--- src/hw/rtl/nbrp_pkg.sv ---
`timescale 1ns / 1ps
// nbrp_pkg: shared types, codes and the alias character check for the
// routing broadcast parser; no dependencies

package nbrp_pkg;

	localparam int ADDRESS_BYTES = 7;
	localparam int ADDR_W        = 8 * ADDRESS_BYTES;
	localparam int ALIAS_OUT_W   = 48;
	localparam int QUAL_W        = 8;
	localparam int CFG_INDEX_W   = 2;

	// byte values used while parsing
	localparam logic [7:0] CHAR_SPACE = 8'h20;
	localparam logic [7:0] CHAR_NUL   = 8'h00;

	// address compare masks: ssid byte checks bits 1 to 4 only
	localparam logic [7:0] MASK_ADDR_BYTE = 8'hFE;
	localparam logic [7:0] MASK_SSID_BYTE = 8'h1E;

	typedef enum logic [1:0] {
		ST_ACCEPTED  = 2'd0,
		ST_VIA_ME    = 2'd1,
		ST_LOW_QUAL  = 2'd2,
		ST_BAD_ALIAS = 2'd3
	} status_t;

	typedef enum logic [CFG_INDEX_W-1:0] {
		CFG_COMPLIANT_MODE = 2'd0,
		CFG_WORST_QUALITY  = 2'd1,
		CFG_OWN_CALLSIGN   = 2'd2
	} cfg_index_t;

	typedef struct packed {
		logic              compliant_mode;
		logic [QUAL_W-1:0] worst_quality;
		logic [ADDR_W-1:0] own_callsign;
	} cfg_t;

	typedef struct packed {
		logic [7:0]        data_byte;
		logic              first_byte;
		logic              last_byte;
		logic [ADDR_W-1:0] neighbour_address;
		logic [QUAL_W-1:0] neighbour_quality;
	} item_t;

	typedef struct packed {
		status_t                status;
		logic                   is_neighbour_entry;
		logic [ADDR_W-1:0]      dest_address;
		logic [ALIAS_OUT_W-1:0] alias_text;
		logic [QUAL_W-1:0]      route_quality;
	} result_t;

	// # _ & - / digits uppercase, lowercase only outside compliant mode
	function automatic logic char_allowed(input logic [7:0] c, input logic compliant);
		logic ok;
		ok = 1'b0;
		if (c == "#" || c == "_" || c == "&" || c == "-" || c == "/")
			ok = 1'b1;
		if (c >= "0" && c <= "9")
			ok = 1'b1;
		if (c >= "A" && c <= "Z")
			ok = 1'b1;
		if (!compliant && c >= "a" && c <= "z")
			ok = 1'b1;
		return ok;
	endfunction

endpackage

--- src/hw/rtl/nbrp_parser.sv ---
`timescale 1ns / 1ps
// nbrp_parser: per-byte parse state and result forming for one staged byte
// depends on nbrp_pkg

module nbrp_parser import nbrp_pkg::*; #(
	parameter int ALIAS_BYTES  = 6,
	parameter int RECORD_BYTES = 21
) (
	input  logic    clk,
	input  logic    arst_n,
	input  logic    en,
	input  item_t   item,
	input  cfg_t    cfg,
	output logic    res_valid,
	output result_t res
);

	localparam int AL_W    = 8 * ALIAS_BYTES;
	localparam int OUT_W   = (AL_W < ALIAS_OUT_W) ? AL_W : ALIAS_OUT_W;
	localparam int POS_W   = $clog2(RECORD_BYTES);
	localparam int VIA_AT  = ADDRESS_BYTES + ALIAS_BYTES;
	localparam int QUAL_AT = VIA_AT + ADDRESS_BYTES;

	logic                active_q, active_n;
	logic                in_rec_q, in_rec_n;
	logic [POS_W-1:0]    pos_q, pos_n;
	logic [ADDR_W-1:0]   dest_q, dest_n;
	logic [AL_W-1:0]     alias_q, alias_n;
	logic                ended_q, ended_n;
	logic                good_q, good_n;
	logic                via_me_q, via_me_n;
	logic [ADDR_W-1:0]   held_nb_q, held_nb_n;
	logic [QUAL_W-1:0]   held_q_q, held_q_n;
	logic [QUAL_W-1:0]   rec_q_q, rec_q_n;

	always_comb begin
		int          pos_i;
		logic        take_alias;
		logic [2:0]  k;
		logic [7:0]  own_b;
		logic [7:0]  m;
		logic [15:0] prod;

		active_n  = active_q;
		in_rec_n  = in_rec_q;
		pos_n     = pos_q;
		dest_n    = dest_q;
		alias_n   = alias_q;
		ended_n   = ended_q;
		good_n    = good_q;
		via_me_n  = via_me_q;
		held_nb_n = held_nb_q;
		held_q_n  = held_q_q;
		rec_q_n   = rec_q_q;
		res_valid = 1'b0;
		res       = '0;
		pos_i     = 0;
		take_alias = 1'b0;
		k         = '0;
		own_b     = '0;
		m         = '0;
		prod      = '0;

		if (en) begin
			if (item.first_byte) begin
				active_n  = 1'b1;
				in_rec_n  = 1'b0;
				held_nb_n = item.neighbour_address;
				held_q_n  = item.neighbour_quality;
				pos_n     = '0;
				dest_n    = '0;
				alias_n   = '0;
				ended_n   = 1'b0;
				good_n    = 1'b1;
				via_me_n  = 1'b1;
				rec_q_n   = '0;
			end

			if (active_n) begin
				pos_i = int'(pos_n);
				take_alias = !in_rec_n ||
					(pos_i >= ADDRESS_BYTES && pos_i < VIA_AT);

				if (in_rec_n && pos_i < ADDRESS_BYTES)
					dest_n = ADDR_W'({dest_n, item.data_byte});

				if (take_alias) begin
					if (item.data_byte == CHAR_SPACE || item.data_byte == CHAR_NUL)
						ended_n = 1'b1;
					if (!ended_n && !char_allowed(item.data_byte, cfg.compliant_mode))
						good_n = 1'b0;
					alias_n = AL_W'({alias_n, (ended_n ? 8'h00 : item.data_byte)});
				end

				if (in_rec_n && pos_i >= VIA_AT && pos_i < QUAL_AT) begin
					k     = 3'(pos_i - VIA_AT);
					own_b = cfg.own_callsign[8*(ADDRESS_BYTES-1-int'(k)) +: 8];
					m     = (int'(k) == ADDRESS_BYTES-1) ? MASK_SSID_BYTE : MASK_ADDR_BYTE;
					if ((own_b & m) != (item.data_byte & m))
						via_me_n = 1'b0;
				end

				if (in_rec_n && pos_i == QUAL_AT)
					rec_q_n = item.data_byte;

				if (!in_rec_n) begin
					if (pos_i + 1 >= ALIAS_BYTES) begin
						res_valid              = 1'b1;
						res.status             = good_n ? ST_ACCEPTED : ST_BAD_ALIAS;
						res.is_neighbour_entry = 1'b1;
						res.dest_address       = held_nb_n;
						res.alias_text         = ALIAS_OUT_W'(alias_n[OUT_W-1:0]);
						res.route_quality      = held_q_n;
						in_rec_n = 1'b1;
						pos_n    = '0;
						dest_n   = '0;
						alias_n  = '0;
						ended_n  = 1'b0;
						good_n   = 1'b1;
						via_me_n = 1'b1;
						rec_q_n  = '0;
					end else begin
						pos_n = POS_W'(pos_i + 1);
					end
				end else begin
					if (pos_i + 1 >= RECORD_BYTES) begin
						prod = 16'(held_q_n) * 16'(rec_q_n) + 16'd128;
						res_valid = 1'b1;
						if (via_me_n)
							res.status = ST_VIA_ME;
						else if (rec_q_n <= cfg.worst_quality)
							res.status = ST_LOW_QUAL;
						else if (!good_n)
							res.status = ST_BAD_ALIAS;
						else
							res.status = ST_ACCEPTED;
						res.is_neighbour_entry = 1'b0;
						res.dest_address       = dest_n;
						res.alias_text         = ALIAS_OUT_W'(alias_n[OUT_W-1:0]);
						res.route_quality      = prod[15:8];
						pos_n    = '0;
						dest_n   = '0;
						alias_n  = '0;
						ended_n  = 1'b0;
						good_n   = 1'b1;
						via_me_n = 1'b1;
						rec_q_n  = '0;
					end else begin
						pos_n = POS_W'(pos_i + 1);
					end
				end
			end

			if (item.last_byte) begin
				active_n = 1'b0;
				in_rec_n = 1'b0;
				pos_n    = '0;
				dest_n   = '0;
				alias_n  = '0;
				ended_n  = 1'b0;
				good_n   = 1'b1;
				via_me_n = 1'b1;
				rec_q_n  = '0;
			end
		end
	end

	always_ff @(posedge clk or negedge arst_n) begin
		if (!arst_n) begin
			active_q  <= 1'b0;
			in_rec_q  <= 1'b0;
			pos_q     <= '0;
			dest_q    <= '0;
			alias_q   <= '0;
			ended_q   <= 1'b0;
			good_q    <= 1'b1;
			via_me_q  <= 1'b1;
			held_nb_q <= '0;
			held_q_q  <= '0;
			rec_q_q   <= '0;
		end else begin
			active_q  <= active_n;
			in_rec_q  <= in_rec_n;
			pos_q     <= pos_n;
			dest_q    <= dest_n;
			alias_q   <= alias_n;
			ended_q   <= ended_n;
			good_q    <= good_n;
			via_me_q  <= via_me_n;
			held_nb_q <= held_nb_n;
			held_q_q  <= held_q_n;
			rec_q_q   <= rec_q_n;
		end
	end

endmodule

--- src/hw/rtl/nodes_broadcast_route_parser.sv ---
`timescale 1ns / 1ps
// nodes_broadcast_route_parser: top level of the routing broadcast parser
// depends on nbrp_pkg and nbrp_parser
//
// usage
//   input channel (in_valid / in_stall) carries one payload byte per transfer,
//   with first_byte / last_byte packet marks and the neighbour address and
//   link quality, which are sampled on the first byte of a packet
//   output channel (out_valid / out_stall) carries one route entry: the
//   neighbour entry after the alias header, then one entry per full record
//   config channel (cfg_valid / cfg_ready / cfg_index / cfg_data) writes
//   compliant_mode, worst_quality and own_callsign; cfg_ready is always high
// pipeline and throughput
//   a byte transfer is captured in the input register, parsed by the parse
//   stage, and any entry it closes passes the result register to the output
//   one byte per cycle sustained while no entry waits under out_stall; the
//   single 8x8 quality scaling multiply and the via-address compare sit
//   between the input and result registers
// reset
//   arst_n clears config to zero, drops any packet in progress and empties
//   both pipeline registers
// stall
//   while an entry waits under out_stall the parse stage holds; an empty
//   input register still takes one more byte, then in_stall rises

module nodes_broadcast_route_parser import nbrp_pkg::*; #(
	parameter int ALIAS_BYTES  = 6,
	parameter int RECORD_BYTES = 21
) (
	input  logic                   clk,
	input  logic                   arst_n,
	// byte channel
	input  logic                   in_valid,
	output logic                   in_stall,
	input  logic [7:0]             data_byte,
	input  logic                   first_byte,
	input  logic                   last_byte,
	input  logic [ADDR_W-1:0]      neighbour_address,
	input  logic [QUAL_W-1:0]      neighbour_quality,
	// route entry channel
	output logic                   out_valid,
	input  logic                   out_stall,
	output logic [1:0]             status,
	output logic                   is_neighbour_entry,
	output logic [ADDR_W-1:0]      dest_address,
	output logic [ALIAS_OUT_W-1:0] alias_text,
	output logic [QUAL_W-1:0]      route_quality,
	// config write channel
	input  logic                   cfg_valid,
	output logic                   cfg_ready,
	input  logic [CFG_INDEX_W-1:0] cfg_index,
	input  logic [ADDR_W-1:0]      cfg_data
);

	cfg_t    cfg_q;
	item_t   item_s1;
	logic    valid_s1;
	result_t res_s2;
	logic    valid_s2;

	logic    advance;
	logic    in_xfer;
	logic    parse_en;
	logic    res_valid;
	result_t res;

	// config registers, always ready
	assign cfg_ready = 1'b1;

	always_ff @(posedge clk or negedge arst_n) begin
		if (!arst_n) begin
			cfg_q <= '0;
		end else if (cfg_valid && cfg_ready) begin
			case (cfg_index_t'(cfg_index))
				CFG_COMPLIANT_MODE: cfg_q.compliant_mode <= cfg_data[0];
				CFG_WORST_QUALITY:  cfg_q.worst_quality  <= cfg_data[QUAL_W-1:0];
				CFG_OWN_CALLSIGN:   cfg_q.own_callsign   <= cfg_data;
				default:            cfg_q                <= cfg_q;
			endcase
		end
	end

	// pipeline moves unless a finished entry is held by the receiver
	assign advance  = !(valid_s2 && out_stall);
	assign in_stall = valid_s1 && !advance;
	assign in_xfer  = in_valid && !in_stall;
	assign parse_en = valid_s1 && advance;

	// input register
	always_ff @(posedge clk or negedge arst_n) begin
		if (!arst_n) begin
			valid_s1 <= 1'b0;
		end else begin
			valid_s1 <= in_xfer || (valid_s1 && !advance);
		end
	end

	always_ff @(posedge clk) begin
		if (in_xfer) begin
			item_s1.data_byte         <= data_byte;
			item_s1.first_byte        <= first_byte;
			item_s1.last_byte         <= last_byte;
			item_s1.neighbour_address <= neighbour_address;
			item_s1.neighbour_quality <= neighbour_quality;
		end
	end

	// parse stage: state update and entry forming
	nbrp_parser #(
		.ALIAS_BYTES  (ALIAS_BYTES),
		.RECORD_BYTES (RECORD_BYTES)
	) u_parser (
		.clk       (clk),
		.arst_n    (arst_n),
		.en        (parse_en),
		.item      (item_s1),
		.cfg       (cfg_q),
		.res_valid (res_valid),
		.res       (res)
	);

	// result register
	always_ff @(posedge clk or negedge arst_n) begin
		if (!arst_n) begin
			valid_s2 <= 1'b0;
		end else if (advance) begin
			valid_s2 <= parse_en && res_valid;
		end
	end

	always_ff @(posedge clk) begin
		if (advance && parse_en && res_valid) begin
			res_s2 <= res;
		end
	end

	assign out_valid          = valid_s2;
	assign status             = res_s2.status;
	assign is_neighbour_entry = res_s2.is_neighbour_entry;
	assign dest_address       = res_s2.dest_address;
	assign alias_text         = res_s2.alias_text;
	assign route_quality      = res_s2.route_quality;

endmodule
--- config.mk ---
export PLATFORM = sky130hd
export DESIGN_NAME = nodes_broadcast_route_parser
export DESIGN_NICKNAME = d
export VERILOG_FILES = /design/src/hw/rtl/nbrp_pkg.sv /design/src/hw/rtl/nbrp_parser.sv /design/src/hw/rtl/nodes_broadcast_route_parser.sv
export SDC_FILE = /design/constraint.sdc
export NUM_CORES = 1
export LEC_CHECK = 0
export ABC_AREA = 1
export BUFFER_PORTS_ARGS = -buffer_cell sky130_fd_sc_hd__buf_4
export CAP_MARGIN = 20
export CORE_MARGIN = 2
export CORE_UTILIZATION = 50
export CTS_BUF_LIST = sky130_fd_sc_hd__clkbuf_4
export DETAILED_ROUTE_END_ITERATION = 8
export PLACE_DENSITY = 0.7
export SYNTH_ARGS = -nofsm -noshare
export SYNTH_HDL_FRONTEND = slang
export SYNTH_SLANG_ARGS = --single-unit
--- constraint.sdc ---
create_clock -name clk -period 7.8 [get_ports clk]
set_input_delay 0.39 -clock clk [delete_from_list [all_inputs] [get_ports clk]]
set_output_delay 0.39 -clock clk [all_outputs]
set_load 0.05 [all_outputs]
==> impl_metrics.csv, run 1 <==
group,metric,value,unit
outcome,status,"complete, no violations",
detailed_routing,vias,19699,
logic_synthesis,syn_area_per_cell,8.81,µm²
floorplanning,die_y,216,µm
grt,gr-total-overflow,0,
clock_network,htreeDepth,3,
sta,rsz0062_at_grt,"no",
grt,grt_max_degree,129,
grt,grt_use_met2,42.4,%
logic_synthesis,yosysWarnings,0,
place,place.gp.congestion,0.887,
detailed_routing,drt_iter0_drc,2033,
sta,slew_violations,0,
floorplanning,die_w,216,µm
logic_synthesis,synthFlopType,"dfrtp_1",
sta,relSlewSlack,29.4,%
sta,fmax,146,MHz
critical_path,crit_path_start_kind,"flip-flop",
grt,track_usage,26.8,%
place,io_buffer_count,247,
critical_path,crit_top_cell,"nand2_1",
floorplanning,dieArea,0.0468,mm²
grt,grt_pass1_vias,19050,
logic_synthesis,syn_inst,2559,
sta,fin_skew,0.0558,ns
clock_network,cts_sinks,435,
detailed_routing,drc,0,
logic_synthesis,syn_area,0.0225,mm²
sta,setup_viol,0,
logic_synthesis,synth_edf_count,189,
finish,nets,3130,
logic_synthesis,synthTopCellsByCount,"nand2_1 (525), o21ai_0 (408), inv_1 (291)",
logic_synthesis,yosysMostFrequentCell,"nand2_1",
floorplanning,start_util,50.9,%
logic_synthesis,ys_ff_latch,435,
detailed_routing,drt_wl_total,62.8,mm
critical_path,cp.required,8.39,ns
logic_synthesis,synthDistinctLibCells,46,
clock_network,cts-root-buf,"clkbuf_4",
pwr,power_leakage,12.4,nW
sta,setup_tns,0,ns
clock_network,cts-buffers-inserted,109,
detailed_routing,wl_per_cell,17.5,µm
clock_network,clockBufferDepth,3,
critical_path,cp_max_fo,27,
floorplanning,ios,255,
critical_path,critPathCaptureType,"flip-flop",
finish,finish.utilization,62.0,%
grt,grt_use_met3,5.26,%
sta,finalCritPeriodShare,87.8,%
detailed_routing,dr.pass1.iters,9,
floorplanning,rows,77,
logic_synthesis,seq_area_frac_synth,52.5,%
grt,antenna_found_initial,2,
logic_synthesis,syn_nets,2781,
clock_network,cts_tree,"yes",
run,maxCapViolCount,0,
logic_synthesis,ys_top_cells_by_area,"dfrtp_1 (27%), edfxtp_1 (25%), o21ai_0 (9.1%)",
detailed_routing,drtAntennaViolNets,0,
floorplanning,core_area,0.0443,mm²
clock_network,path_clk_slew,0.07,ns
finish,drive_gt1_share,17.4,%
detailed_routing,vias_per_cell,5.48,
critical_path,worstSetupPathType,"flip-flop to flip-flop",
hold_path,hold_path.class,"input pin to async pin",
pwr,power.density,210,mW/mm²
place,dp_hpwl,37.9,mm
critical_path,slowest_stage,"o21ai_1",
grt,grt_pass1_wl,100,mm
logic_synthesis,async_flop_share,56.6,%
grt,use_met1,36.5,%
finish,area_delta_synth_final,21.9,%
sta,worst_pin_slew,1.06,ns
sta,hold_viol,0,
critical_path,cpPeakStageDelay,0.86,ns
logic_synthesis,yosysTopAreaCell,"dfrtp_1",
critical_path,arrival,7.44,ns
logic_synthesis,synth_top_area_share,27.1,%
clock_network,clk_latency,0.89,ns
sta,period_minus_slack,6.85,ns
pwr,vdd_drop_max,0.153,mV
grt,grt-busiest-layer,"met2",
==> worst max-delay path: cells and delay by family, from the launching register on <==
kind                     cells  cell delay (ns)
buffers and inverters        5             0.67
adder cells (fa/ha/maj)      6             2.52
AO/OA/AOI/OAI                6             1.62
flip-flops                   1             0.51
AND/OR/NAND/NOR              8             1.26
==> registers in the layout (all words and copies together), names as in the netlist <==
register            cells
alias_text             48
cfg_q                  58
dest_address           56
is_neighbour_entry      1
item_s1                74
out_valid               1
route_quality           8
status                  2
u_parser.active_q       1
u_parser.alias_q       48
u_parser.dest_q        56
u_parser.ended_q        1
u_parser.good_q         1
u_parser.held_nb_q     56
u_parser.held_q_q       8
u_parser.in_rec_q       1
u_parser.pos_q          5
u_parser.rec_q_q        8
u_parser.via_me_q       1
valid_s1                1
==> kinds of logic after synthesis <==
kind of cell    count (synthesis)  synth area share [%]
xor+xnor                        2                0.0777
buf+inv                       466                  8.15
mux                            11                 0.544
compound gates                708                  17.5
simple gates                  851                  15.3
fa+ha+maj                      85                  5.88
flops                         435                  52.5
other cells                     1                0.0166
==> path summary, 6_finish.rpt <==
kind,slack [ns],start,depth (start not counted),to
worst max register to register,0.95,u_parser.pos_q[0],25,route_quality[5]
min in group clk,0.23,neighbour_address[15],2,item_s1[23]
worst max-delay path,0.95,u_parser.pos_q[0],25,route_quality[5]
max in group asynchronous,6.29,arst_n,3,u_parser.held_nb_q[48]
worst min register to register,0.49,cfg_q[63],2,cfg_q[63]
worst min-delay path,0.21,arst_n,2,cfg_q[26]
==> what timing repair did <==
item,in CTS,in global routing
buffers inserted,0,0
hold endpoints to repair,250,0
hold buffers,130,0
resized for setup,0,0
setup endpoints to repair,0,0
==> final cells by class <==
class,instances,area (µm²)
fillers,3686,16800
flip-flops and latches,435,11800
multi-input cells,1658,8910
repair buffers,404,3410
clock buffers,173,1300
inverters,300,1130
well taps,592,741
clock inverters,32,151
diodes,1,2.50
==> per-stage QoR <==
stage / power (mW) / setup slack (ns) / area [µm²] / hold WS [ns] / cells
after floorplan: 3.43 / 2.15 / 22500 / 0.0944 / 2559
after global placement: 3.71 / 1.21 / 24700 / 0.468 / 3258
after global routing: 6.08 / 0.343 / 27500 / 0.192 / 3595
after detailed placement: 3.75 / 1.05 / 24700 / 0.473 / 3258
final: 5.76 / 0.953 / 27500 / 0.207 / 3595
after CTS: 5.79 / 1.06 / 27500 / 0.142 / 3593
==> report_power, final <==
group          internal, mW  total, mW  switching (mW)
Combinational         0.362       1.05           0.684
Clock                  1.01       1.99           0.978
Sequential             2.61       2.73           0.113
Total                  3.99       5.76            1.78
==> metal layers <==
metal / up-vias / part of all wire, %
met4: 0 / 3.1
met3: 142 / 7.5
met1: 9383 / 42
li1: 9354 / -
met5: - / 0
met2: 820 / 48
==> placed cells by master, fill, tap and decap left out, drive strengths merged, types with 2 or more instances in the layout <==
cell type    synthesis  final
a211oi               3      3
a21boi               2      2
a21oi               89     89
a22oi               64     64
a31oi               40     40
buf                 42    274
clkbuf             124    173
clkinv               2     30
clkinvlp             0      2
dfrtp              244    244
dfstp                2      2
dlygate4sd3          0    130
edfxtp             189    189
fa                  35     35
ha                  50     50
inv                298    300
mux2                10     10
nand2              527    527
nand3               51     51
nand4               14     14
nor2               198    198
nor3                47     47
nor4                 3      3
o211ai              51     51
o21ai              448    448
o22ai                6      6
o31ai                2      2
or2                 11     11
xnor2                2      2
(Power assumes the default switching activity.)
==> inputs of run 2 (changes only) <==
Settings changed: CTS_BUF_LIST sky130_fd_sc_hd__clkbuf_4 to default, RECOVER_POWER from default to 100.
==> impl_metrics.csv, run 2 (synthesis gave the netlist of run 1 again) <==
group,metric,value,unit
critical_path,reg2reg_from,"u_parser.pos_q[0]",
grt,track_usage,26.3,%
finish,reg.largest.list,"item_s1 (74), cfg_q (58)",
critical_path,critPathCaptureType,"flip-flop",
grt,grt_pass1_vias,18250,
floorplanning,die_y,216,µm
grt,antenna_found_initial,2,
critical_path,crit_path_start_kind,"flip-flop",
finish,fillCellCount,3829,
sta,rsz0062_at_grt,"no",
grt,grt_max_degree,129,
sta,relSlewSlack,-295,%
detailed_routing,vias_per_cell,5.56,
critical_path,reg2reg_setup_slack,0.92,ns
detailed_routing,drt_wl_total,61.5,mm
detailed_routing,vias,19012,
finish,finish.utilization,59.9,%
critical_path,critPathTopFamily,"adder cells",
sta,slew_violations,802,
detailed_routing,drc,0,
sta,finalWorstSetupSlack,0.918,ns
clock_network,cts_tree,"yes",
clock_network,path_clk_slew,0.06,ns
sta,hold_ws,0.0417,ns
finish,area_delta_synth_final,17.8,%
clock_network,cts_sinks,435,
grt,gr-total-overflow,0,
finish,regMostFlops,"item_s1",
critical_path,arrival,7.22,ns
floorplanning,start_util,50.9,%
sta,setup_viol,0,
finish,drive_gt1_share,9.69,%
finish,largest_reg_flops,74,
detailed_routing,drt_iter0_drc,1915,
critical_path,cp_cell_sequence,"nand2_1 > buf_4 > ha_1 > nand4_1 > o21ai_1 > inv_1 > nand2_1 > fa_1 > fa_1 > inv_1 > fa_1 > inv_1 > fa_1 > inv_1 > ha_1 > nand4_1 > o21ai_0 > nand2_1 > nand2_1 > nand3_1 > o21ai_0 > nand2_1 > nand2_1 > o22ai_1",
detailed_routing,wl_per_cell,18.0,µm
critical_path,worstSetupPathType,"flip-flop to flip-flop",
floorplanning,dieArea,0.0468,mm²
hold_path,worstHoldStart,"cfg_data[52]",
outcome,violations,"capacitance limit, slew limit",
hold_path,hold_depth,2,
clock_network,cts-buffers-inserted,46,
hold_path,hold_path.class,"input pin to flip-flop",
critical_path,r2r-end,"route_quality[7]",
sta,worst_pin_slew,5.93,ns
sta,period_minus_slack,6.88,ns
critical_path,slowest_stage,"o21ai_1",
sta,fmax,145,MHz
pwr,power_leakage,11.5,nW
run,maxCapViolCount,10,
outcome,status,"finished with violations",
pwr,vdd_drop_max,0.169,mV
place,io_buffer_count,247,
critical_path,crit_buf_inv,5,
grt,grt_pass1_wl,98.3,mm
hold_path,worstHoldEndpoint,"cfg_q[52]",
critical_path,reg2reg_depth,24,
floorplanning,core_area,0.0443,mm²
floorplanning,die_w,216,µm
sta,finalCritPeriodShare,88.2,%
detailed_routing,dr.pass1.iters,6,
critical_path,cp_max_fo,27,
clock_network,cts-root-buf,"clkbuf_16",
clock_network,clockBufferDepth,3,
pwr,power.density,228,mW/mm²
critical_path,crit_top_cell,"nand2_1",
sta,fin_skew,0.0176,ns
place,dp_slack,1.05,ns
sta,setup_tns,0,ns
critical_path,cpPeakStageDelay,0.86,ns
finish,nets,3013,
place,place.gp.congestion,0.887,
floorplanning,rows,77,
clock_network,clk_latency,0.60,ns
detailed_routing,drtAntennaViolNets,0,
critical_path,cp.required,8.13,ns
place,dp_hpwl,37.9,mm
finish,layout_common_cells,"nand2_1 (524), o21ai_0 (421), inv_1 (290)",
sta,hold_viol,0,
finish,final_common_cell,"nand2_1",
clock_network,cts_resized,0,
clock_network,htreeDepth,2,
floorplanning,ios,255,
finish,antenna_cells,0,
clock_network,post-cts-setup-buffers,0,
-- run 2: final cells by class --
cell class	count	area [µm²]	area share (%)
inverters	300	1130	4.26
multi-input cells	1658	8880	33.5
flip-flops and latches	435	11800	44.6
clock inverters	30	360	1.36
repair buffers	350	2370	8.92
clock buffers	56	1230	4.63
well taps	592	741	2.79
-- run 2: through the flow --
stage | power (mW) | std cells | area (µm²)
floorplan | 3.43 | 2559 | 22500
global placement | 3.71 | 3258 | 24700
detailed placement | 3.75 | 3258 | 24700
CTS | 6.08 | 3420 | 27000
global route | 6.33 | 3421 | 26500
finish | 6.05 | 3421 | 26500
-- run 2: routing by layer --
layer / vias up / wire, µm / global-route usage [%]
li1: 9032 / - / -
met1: 9120 / 26000 / 36.2
met2: 730 / 29200 / 42.3
met3: 130 / 4490 / 4.22
met4: 0 / 1780 / 9.22
met5: - / 0 / 0
-- run 2: report_power, final --
group	switching [mW]	leakage, nW	internal, mW
registers	0.114	5.01	2.62
clock network	0.970	0.766	1.34
logic	0.678	5.76	0.336
total	1.76	11.5	4.29
-- run 2: timing repair --
item,in CTS,in global routing
hold endpoints to repair,191,0
hold buffers,76,0
endpoints found under the setup margin,0,0
-- run 2: worst reg2reg max path, cell delays in order (launching register included) --
cell and delay (ns):
dfrtp_1 0.51, nand2_1 0.12, buf_4 0.30, ha_1 0.20, nand4_1 0.52, o21ai_1 0.87, inv_1 0.23, nand2_1 0.14
fa_1 0.45, fa_1 0.50, inv_1 0.06, fa_1 0.53, inv_1 0.06, fa_1 0.52, inv_1 0.04, ha_1 0.31
nand4_1 0.12, o21ai_0 0.25, nand2_1 0.15, nand2_1 0.12, nand3_1 0.11, o21ai_0 0.30, nand2_1 0.09, nand2_1 0.07
o22ai_1 0.08
-- run 2: how the worst max path moves through the flow --
stage / from / end / slack, ns / depth (start not counted)
floorplan: item_s1[65] / route_quality[6] / 2.15 / 27
global placement: u_parser.pos_q[0] / route_quality[6] / 1.21 / 24
detailed placement: u_parser.pos_q[0] / route_quality[7] / 1.05 / 24
CTS: u_parser.pos_q[0] / route_quality[7] / 1.02 / 24
global route: u_parser.pos_q[0] / route_quality[6] / 0.35 / 24
finish: u_parser.pos_q[0] / route_quality[7] / 0.92 / 24
